## src/rtl/gpiolk_pkg.sv

```systemverilog
// shared types, register codes and helpers for the gpio port with configuration lock
`default_nettype none
package gpiolk_pkg;

  localparam int PIN_COUNT = 16;
  localparam logic [15:0] PIN_MASK = 16'((32'd1 << PIN_COUNT) - 32'd1);
  localparam logic [31:0] CFG_RESET = 32'h4444_4444;

  // register selector codes
  localparam logic [2:0] SEL_CRL  = 3'd0;
  localparam logic [2:0] SEL_CRH  = 3'd1;
  localparam logic [2:0] SEL_IDR  = 3'd2;
  localparam logic [2:0] SEL_ODR  = 3'd3;
  localparam logic [2:0] SEL_BSRR = 3'd4;
  localparam logic [2:0] SEL_BRR  = 3'd5;
  localparam logic [2:0] SEL_LCKR = 3'd6;

  localparam logic MODE_WRITE = 1'b1;

  typedef struct packed {
    logic        wr;
    logic        lckk;
    logic [15:0] lck;
  } lock_req_t;

  typedef struct packed {
    logic        key;
    logic        key_next;
    logic [15:0] bits;
  } lock_status_t;

  // nibble mask of those of the eight pins that the lock holds
  function automatic logic [31:0] frozen_nibbles(logic key, logic [7:0] lk8);
    logic [31:0] m;
    m = '0;
    for (int i = 0; i < 8; i++) begin
      if (key && lk8[i]) begin
        m[4*i +: 4] = 4'hf;
      end
    end
    return m;
  endfunction

endpackage
`default_nettype wire

```

## src/rtl/gpiolk_lock.sv

```systemverilog
// lock register and lock key sequence
`default_nettype none
module gpiolk_lock (
  input  wire                       clk,
  input  wire                       rst,
  input  gpiolk_pkg::lock_req_t     req,
  output gpiolk_pkg::lock_status_t  status
);

  localparam logic [1:0] STEP_IDLE = 2'd0;
  localparam logic [1:0] STEP_ONE  = 2'd1;
  localparam logic [1:0] STEP_TWO  = 2'd2;

  logic [1:0]  lock_step;
  logic [1:0]  lock_step_next;
  logic        lock_key;
  logic        lock_key_next;
  logic [15:0] lock_bits;
  logic [15:0] lock_bits_next;
  logic        same;

  always_comb begin
    lock_step_next = lock_step;
    lock_key_next  = lock_key;
    lock_bits_next = lock_bits;
    same = ((req.lck & gpiolk_pkg::PIN_MASK) == lock_bits);
    if (req.wr && !lock_key) begin
      lock_bits_next = req.lck & gpiolk_pkg::PIN_MASK;
      case (lock_step)
        STEP_ONE: begin
          lock_step_next = (!req.lckk && same) ? STEP_TWO
                         : (req.lckk ? STEP_ONE : STEP_IDLE);
        end
        STEP_TWO: begin
          if (req.lckk && same) begin
            lock_key_next  = 1'b1;
            lock_step_next = STEP_IDLE;
          end else begin
            lock_step_next = req.lckk ? STEP_ONE : STEP_IDLE;
          end
        end
        default: begin
          // idle and the unused code restart on lckk=1
          lock_step_next = req.lckk ? STEP_ONE : STEP_IDLE;
        end
      endcase
    end
  end

  always_ff @(posedge clk) begin
    if (rst) begin
      lock_step <= STEP_IDLE;
      lock_key  <= 1'b0;
      lock_bits <= '0;
    end else begin
      lock_step <= lock_step_next;
      lock_key  <= lock_key_next;
      lock_bits <= lock_bits_next;
    end
  end

  assign status.key      = lock_key;
  assign status.key_next = lock_key_next;
  assign status.bits     = lock_bits;

endmodule
`default_nettype wire

```

## src/rtl/gpio_port_with_config_lock_top.sv

```systemverilog
// top level of the 16-pin gpio port with configuration lock
//
//  channel | group  | tdata                                 | tuser
//  --------+--------+---------------------------------------+----------------------
//  access  | s_axis | write_data[31:0] pin_levels[47:32]    | mode[0] reg_select[3:1]
//  result  | m_axis | read_data[31:0] pin_drive[47:32]      | -
//          |        | lock_active[48], zero pad [55:49]     |
//
// one access per cycle when unstalled; its result is on m_axis in the next cycle.
// all state is updated in the same cycle the access is taken, so accesses issue
// back to back. the result register frees s_axis_tready whenever it is empty or
// being drained; a stalled result holds the next access off.
// synchronous reset restores the port registers and empties the result register.
`default_nettype none
module gpio_port_with_config_lock_top (
  input  wire         clk,
  input  wire         rst,
  input  wire         s_axis_tvalid,
  output logic        s_axis_tready,
  input  wire  [47:0] s_axis_tdata,   // write_data[31:0], pin_levels[47:32]
  input  wire  [3:0]  s_axis_tuser,   // mode[0], reg_select[3:1]
  output logic        m_axis_tvalid,
  input  wire         m_axis_tready,
  output logic [55:0] m_axis_tdata    // read_data[31:0], pin_drive[47:32], lock_active[48]
);

  logic        accept;
  logic        wr;
  logic [2:0]  sel;
  logic [31:0] data;
  logic [15:0] levels;

  logic [31:0] config_low;
  logic [31:0] config_high;
  logic [15:0] output_latch;
  logic [31:0] config_low_next;
  logic [31:0] config_high_next;
  logic [15:0] output_latch_next;
  logic [31:0] keep_low;
  logic [31:0] keep_high;
  logic [31:0] rd;

  logic        out_valid;
  logic [31:0] out_read_data;
  logic [15:0] out_pin_drive;
  logic        out_lock;

  gpiolk_pkg::lock_req_t    lock_req;
  gpiolk_pkg::lock_status_t lock_status;

  assign s_axis_tready = !out_valid || m_axis_tready;
  assign accept = s_axis_tvalid && s_axis_tready;
  assign wr     = (s_axis_tuser[0] == gpiolk_pkg::MODE_WRITE);
  assign sel    = s_axis_tuser[3:1];
  assign data   = s_axis_tdata[31:0];
  assign levels = s_axis_tdata[47:32] & gpiolk_pkg::PIN_MASK;

  assign lock_req.wr   = accept && wr && (sel == gpiolk_pkg::SEL_LCKR);
  assign lock_req.lckk = data[16];
  assign lock_req.lck  = data[15:0];

  gpiolk_lock u_lock (
    .clk    (clk),
    .rst    (rst),
    .req    (lock_req),
    .status (lock_status)
  );

  assign keep_low  = gpiolk_pkg::frozen_nibbles(lock_status.key, lock_status.bits[7:0]);
  assign keep_high = gpiolk_pkg::frozen_nibbles(lock_status.key, lock_status.bits[15:8]);

  always_comb begin
    config_low_next   = config_low;
    config_high_next  = config_high;
    output_latch_next = output_latch;
    rd = '0;
    if (wr) begin
      case (sel)
        gpiolk_pkg::SEL_CRL:  config_low_next = (config_low & keep_low) | (data & ~keep_low);
        gpiolk_pkg::SEL_CRH:  config_high_next = (config_high & keep_high)
                                               | (data & ~keep_high);
        gpiolk_pkg::SEL_ODR:  output_latch_next = data[15:0] & gpiolk_pkg::PIN_MASK;
        // set wins over reset
        gpiolk_pkg::SEL_BSRR: output_latch_next = ((output_latch & ~data[31:16]) | data[15:0])
                                                & gpiolk_pkg::PIN_MASK;
        gpiolk_pkg::SEL_BRR:  output_latch_next = output_latch & ~data[15:0]
                                                & gpiolk_pkg::PIN_MASK;
        default: ;
      endcase
    end else begin
      case (sel)
        gpiolk_pkg::SEL_CRL:  rd = config_low;
        gpiolk_pkg::SEL_CRH:  rd = config_high;
        gpiolk_pkg::SEL_IDR:  rd = {16'd0, levels};
        gpiolk_pkg::SEL_ODR:  rd = {16'd0, output_latch};
        gpiolk_pkg::SEL_LCKR: rd = {15'd0, lock_status.key, lock_status.bits};
        default:              rd = '0;
      endcase
    end
  end

  always_ff @(posedge clk) begin
    if (rst) begin
      config_low   <= gpiolk_pkg::CFG_RESET;
      config_high  <= gpiolk_pkg::CFG_RESET;
      output_latch <= '0;
      out_valid    <= 1'b0;
    end else begin
      if (accept) begin
        config_low   <= config_low_next;
        config_high  <= config_high_next;
        output_latch <= output_latch_next;
        out_valid    <= 1'b1;
      end else if (m_axis_tready) begin
        out_valid <= 1'b0;
      end
    end
  end

  always_ff @(posedge clk) begin
    if (accept) begin
      out_read_data <= rd;
      out_pin_drive <= output_latch_next;
      out_lock      <= lock_status.key_next;
    end
  end

  assign m_axis_tvalid = out_valid;
  assign m_axis_tdata  = {7'd0, out_lock, out_pin_drive, out_read_data};

endmodule
`default_nettype wire

```

## config.mk

```make
export PLATFORM = sky130hd
export DESIGN_NAME = gpio_port_with_config_lock_top
export DESIGN_NICKNAME = d
export VERILOG_FILES = /design/src/rtl/gpiolk_pkg.sv /design/src/rtl/gpiolk_lock.sv /design/src/rtl/gpio_port_with_config_lock_top.sv
export SDC_FILE = /design/constraint.sdc
export NUM_CORES = 1
export LEC_CHECK = 0
export ABC_CLOCK_PERIOD_IN_PS = 3100
export CAP_MARGIN = 40
export CORE_UTILIZATION = 50
export CTS_BUF_LIST = sky130_fd_sc_hd__clkbuf_2
export DETAILED_ROUTE_END_ITERATION = 7
export DONT_BUFFER_PORTS = 1
export HOLD_SLACK_MARGIN = 0.08
export SLEW_MARGIN = 0
export SYNTH_ARGS = -nofsm -noshare
export SYNTH_HDL_FRONTEND = slang
export SYNTH_SLANG_ARGS = --single-unit
```

## constraint.sdc

```tcl
create_clock -name clk -period 3.1 [get_ports clk]
set_input_delay 0.155 -clock clk [delete_from_list [all_inputs] [get_ports clk]]
set_output_delay 0.155 -clock clk [all_outputs]
set_load 0.05 [all_outputs]
```

**After elaboration in Yosys (flattened, before gate mapping)**

Cells that the tools add are included.
W data, S select, Z words.

- Add/sub/neg operators: 0
- $mul: 0
- Div/mod/pow operators: 0
- Order comparisons: 0
- Equality and inequality tests: 9
- Shifts and indexed selects: 0
- Mux-type cells: 28
- Bitwise operators: 13
- Reductions and logical operators: 30

Operator list:

| kind | count |
|---|---|
| $pmux W32 S5 | 1 |
| $and A32 B32 Y32 | 4 |
| $mux W4 | 16 |
| $not A32 Y32 | 2 |
| $or A32 B32 Y32 | 2 |
| $pmux W16 S3 | 1 |
| $and A16 B16 Y16 | 2 |
| $not A16 Y16 | 2 |
| $logic_and A1 B1 Y1 | 22 |
| $eq A16 B16 Y1 | 1 |
| $mux W16 | 1 |
| $or A16 B16 Y16 | 1 |
| $eq A3 B3 Y1 const B | 3 |
| $eq A3 B2 Y1 const B | 2 |
| $mux W1 | 6 |
| $reduce_and A3 Y1 | 2 |
| $mux W2 | 2 |
| $pmux W2 S2 | 1 |
| $eq A3 B1 Y1 const B | 1 |
| $logic_not A1 Y1 | 3 |
| $logic_not A3 Y1 | 1 |
| $eq A2 B1 Y1 const B | 1 |
| $eq A2 B2 Y1 const B | 1 |
| $reduce_bool A2 Y1 | 1 |
| $logic_or A1 B1 Y1 | 1 |

- Register bits: 149
- Bits in latches: 0
- RAM bits: 0
- Bits in read-only memories: 0
- Output and inout port bits: 58
- Word-level logic and storage cells: 90
- Memories: 0

**Logic depth before layout (Yosys ltp)**

- Word-level depth: 7
- Gate-level depth with buffers: 7
- Mapped depth without buffers: 6

**Hierarchy**

From an unflattened synthesis, not the netlist that was laid out.

- Cell total of the unflattened synthesis: 744
- Area total of the unflattened synthesis: 7,016.7 um^2

Modules (own cells, without submodules):

| module | times used | cells each | area each (um^2) | sequential area each (um^2) |
|---|---|---|---|---|
| gpio_port_with_config_lock_top | 1 | 629 | 6,097.1 | 3,093.0 |
| gpiolk_lock | 1 | 115 | 919.6 | 380.4 |

**Worst setup path before layout**

No wires, ideal clock.

- Kind: flip-flop to flip-flop
- Start: reg out_valid (netlist: m_axis_tvalid)
- End: reg out_lock, enable pin
- Setup time: 433 ps
- Arrival time: 2,607 ps
- Required time: 2,667 ps
- Path slack: 60 ps
- Cell stages (with the launch flop): 6
- Path buffers: 2
- Clock period less this slack: 3,040 ps
- Cell sequence: dfxtp_1 -> nor2b_1 -> inv_2 -> and2_1 -> buf_2 -> clkbuf_1

- Word-level cells in the longest chain between the ends: 3

Ends and longest elaborated chain:

| what | line | text |
|---|---|---|
| from (decl) | gpio_port_with_config_lock_top.sv:43 | `logic out_valid;` |
| from (signal assigned) | gpio_port_with_config_lock_top.sv:107 | `out_valid <= 1'b0;` |
| from (signal assigned) | gpio_port_with_config_lock_top.sv:113 | `out_valid <= 1'b1;` |
| from (signal assigned) | gpio_port_with_config_lock_top.sv:115 | `out_valid <= 1'b0;` |
| $logic_not A1 Y1 | gpio_port_with_config_lock_top.sv:51 | `assign s_axis_tready = !out_valid \|\| m_axis_tready;` |
| $logic_or A1 B1 Y1 | gpio_port_with_config_lock_top.sv:51 |  |
| $logic_and A1 B1 Y1 | gpio_port_with_config_lock_top.sv:52 | `assign accept = s_axis_tvalid && s_axis_tready;` |
| net accept | gpio_port_with_config_lock_top.sv:27 | `logic accept;` |
| to (signal assigned) | gpio_port_with_config_lock_top.sv:124 | `out_lock <= lock_status.key_next;` |
| to (decl) | gpio_port_with_config_lock_top.sv:46 | `logic out_lock;` |

The timed path passes the listed nets, and every way through them passes these cells.
A chain may end at the register's enable or synchronous reset.

**Worst setup path after layout**

- Start: reg out_valid (netlist: m_axis_tvalid)
- End: reg output_latch[2]

- Word-level cells in the longest chain between the ends: 3

Ends and longest elaborated chain:

| what | line | text |
|---|---|---|
| $logic_not A1 Y1 | gpio_port_with_config_lock_top.sv:51 |  |
| $logic_or A1 B1 Y1 | gpio_port_with_config_lock_top.sv:51 |  |
| net s_axis_tready | gpio_port_with_config_lock_top.sv:19 | `output logic s_axis_tready,` |
| $logic_and A1 B1 Y1 | gpio_port_with_config_lock_top.sv:52 |  |
| to (signal assigned) | gpio_port_with_config_lock_top.sv:112 | `output_latch <= output_latch_next;` |
| to (decl) | gpio_port_with_config_lock_top.sv:35 | `logic [15:0] output_latch;` |

The timed path passes the listed nets, and every way through them passes these cells.

==> flow_metrics.tcl <==
set metrics [dict create \
    port_buffers 0 \
    power_mw 3.90 \
    leakagePower_nw 3.44 \
    vias 5599 \
    diodes 0 \
    status "finished, final reports clean" \
    synth-async-reset-ratio 0 \
    path_cells "nor2b_1 -> inv_2 -> and2_4 -> buf_12 -> a311oi_1 -> dlygate4sd3_1" \
    ant_nets 0 \
    clock_latency_ns 0.74 \
    die_w_um 120 \
    ys_seq_area_frac 0.496 \
    finalSetupViolCount 0 \
    cts_tree "built" \
    netlist_instances 705 \
    cpMaxStageDelayCell "dfxtp_1" \
    drive_gt1_frac 0.0807 \
    required_ns 3.79 \
    gp_congestion 0.912 \
    synth_top_area_frac 0.286 \
    initial_utilization 0.520 \
    finClkSkew_ns 0.0373 \
    synth_cell_types 43 \
    drc_errors 0 \
    drtPass1Iterations 5 \
    hp-class "input port to flop" \
    core_um2 13500 \
    met3_usage 0.0538 \
    htreeDepth 4 \
    cts_setup_buffers 0 \
    grt_first_pass_wirelength_mm 30.5 \
    worstSetupStartpointType "flop" \
    synth_area_leader_cell "dfxtp_1" \
    cts_sinks 149 \
    hold_viol 0 \
    max-vdd-ir-drop_mv 0.356 \
    cts_root_buf "clkbuf_2" \
    cp_max_fo 49 \
    routedWlPerCell_um 20.8 \
    grt_max_degree 87 \
    syn_area_um2 7000 \
    via_per_inst 5.85 \
    grt_util_all_layers 0.280 \
    drv_slew 0 \
    maxCapViolCount 0 \
    layout.nets 826 \
    grt_util_met2 0.412 \
    syn_to_final_growth_pct 17.4 \
    io_pins 114 \
    post-route-period-util 0.950 \
    ys_ff_latch 149 \
    cp.arrival_ns 3.64 \
    placedCellCount 833 \
    die_h_um 120 \
    yosys-top-cells-count "100 x dfxtp_1, 100 x nor2_1, 98 x nand2_1" \
    die-area_um2 14500 \
    met1_usage 0.408 \
    antenna_found_initial 0 \
    final_cells 957 \
    path_clk_slew_ns 0.22 \
    numCtsBuffers 17 \
    synth_area_per_cell_um2 9.93 \
    grt_setup_unrepaired "false" \
    synthFlopType "dfxtp_1" \
    clock_path_buffers 2 \
    fin_tns_setup_ns 0 \
    crit_type "flop to flop" \
    cp-end-kind "flop" \
    power.density_nw_per_um2 475 \
    drt_iter0_markers 452 \
    totalWireLength_mm 19.9 \
    synthTopCellsByArea "dfxtp_1 29%, edfxtp_1 21%, mux2i_1 14%, nor2_1 5.4%, nand2_1 5.3%" \
    max-slew-margin-rel 0.384 \
    period_minus_slack_ns 2.94 \
    grt_pass1_vias 5425 \
    synth_edf_count 49 \
    yosysWarnings 0 \
    tightest_slew_ns 0.925 \
    grt_overflow_total 0 \
    gr-max-usage-layer "met2" \
    max_clock_freq_mhz 340 \
    rows 42 \
    fillCellCount 1164 \
    max_stage_delay_ns 0.70 \
    place_hpwl_mm 12.5 \
]
-- placed cells by master, fill, tap and decap left out, types with 2 or more instances in the layout --
cell and n:
edfxtp_1 49, nand2_1 98, a22o_1 16, or3_1 2
mux2_2 16, ha_1 2, clkinv_2 3, dfxtp_1 100
nor2_1 100, clkinvlp_4 4, o21ai_0 17, a311oi_1 16
nor2b_1 4, nor3_1 2, nand4_1 20, inv_1 4
a2bb2oi_1 32, buf_16 2, buf_12 2, bufinv_16 3
clkinv_1 3, conb_1 7, buf_4 5, mux2i_1 96
xnor2_1 16, a21oi_1 33, dlygate4sd3_1 87, clkbuf_2 18
-- cells by family after synthesis --
kind of cell | Yosys count | synth area share
DFF | 149 | 0.496
AOI/OAI and AO/OA | 122 | 0.125
and+or+nand+nor | 237 | 0.145
xor gates and xnor gates | 16 | 0.0200
muxes | 112 | 0.163
adders and majority gates | 2 | 0.00357
buffers and inverters | 66 | 0.0465
other | 1 | 0.000536
-- final timing paths --
check	start	to	slack [ns]	cells after the start
setup / recovery	m_axis_tvalid$_SDFFE_PP0P_	output_latch[2]$_SDFFE_PP0P_	0.16	6
hold / removal	s_axis_tuser[0]	out_read_data[21]$_SDFFCE_PP0P_	0.11	2
setup reg to reg	m_axis_tvalid$_SDFFE_PP0P_	output_latch[2]$_SDFFE_PP0P_	0.16	6
hold reg to reg	flop	flop	0.50	2
-- per-layer routing --
| metal | vias up | share of wire |
|---|---|---|
| met2 | 202 | 0.44 |
| met5 | - | 0 |
| met1 | 2730 | 0.48 |
| li1 | 2632 | - |
| met4 | 0 | 0.022 |
| met3 | 35 | 0.058 |
-- worst max-delay path: cells and delay by family (launching register included) --
family	cells	cell delay, ns
AOI/OAI and AO/OA	1	0.31
and+or+nand+nor	2	0.75
buffers and inverters	3	1.14
DFF	1	0.70
-- cell type report --
cell class | instances | area [um2] | area share
clock buffer | 18 | 90.1 | 0.0110
clock inverter | 14 | 160 | 0.0195
inverter | 6 | 22.5 | 0.00274
multi-input combinational | 497 | 3240 | 0.394
sequential | 149 | 3470 | 0.422
tap | 176 | 220 | 0.0268
timing repair buffer | 97 | 1020 | 0.124
-- power breakdown --
group / leakage [nW] / switching [mW] / internal, mW
combinational: 2.00 / 0.272 / 0.202
clock: 0.141 / 0.706 / 0.445
sequential: 1.31 / 0.182 / 2.10
total: 3.44 / 1.16 / 2.74
-- metrics by stage --
stage          setup WS [ns]  hold slack (ns)   util  area [um2]
2_1_floorplan         0.0600            0.280      -        7020
3_3_place_gp           0.793            0.235  0.520        7000
3_5_place_dp           0.687            0.236  0.521        7010
4_1_cts               0.0318           0.0895  0.610        8210
5_1_grt               0.0520           0.0984  0.611        8220
6_report               0.155            0.115  0.611        8220
-- what timing repair did --
action | in CTS | in global routing
hold endpoints to repair | 181 | 0
hold buffers | 91 | 0
endpoints found under the setup margin | 0 | 28
resized for setup | 0 | 1
(Power assumes the default switching activity.)
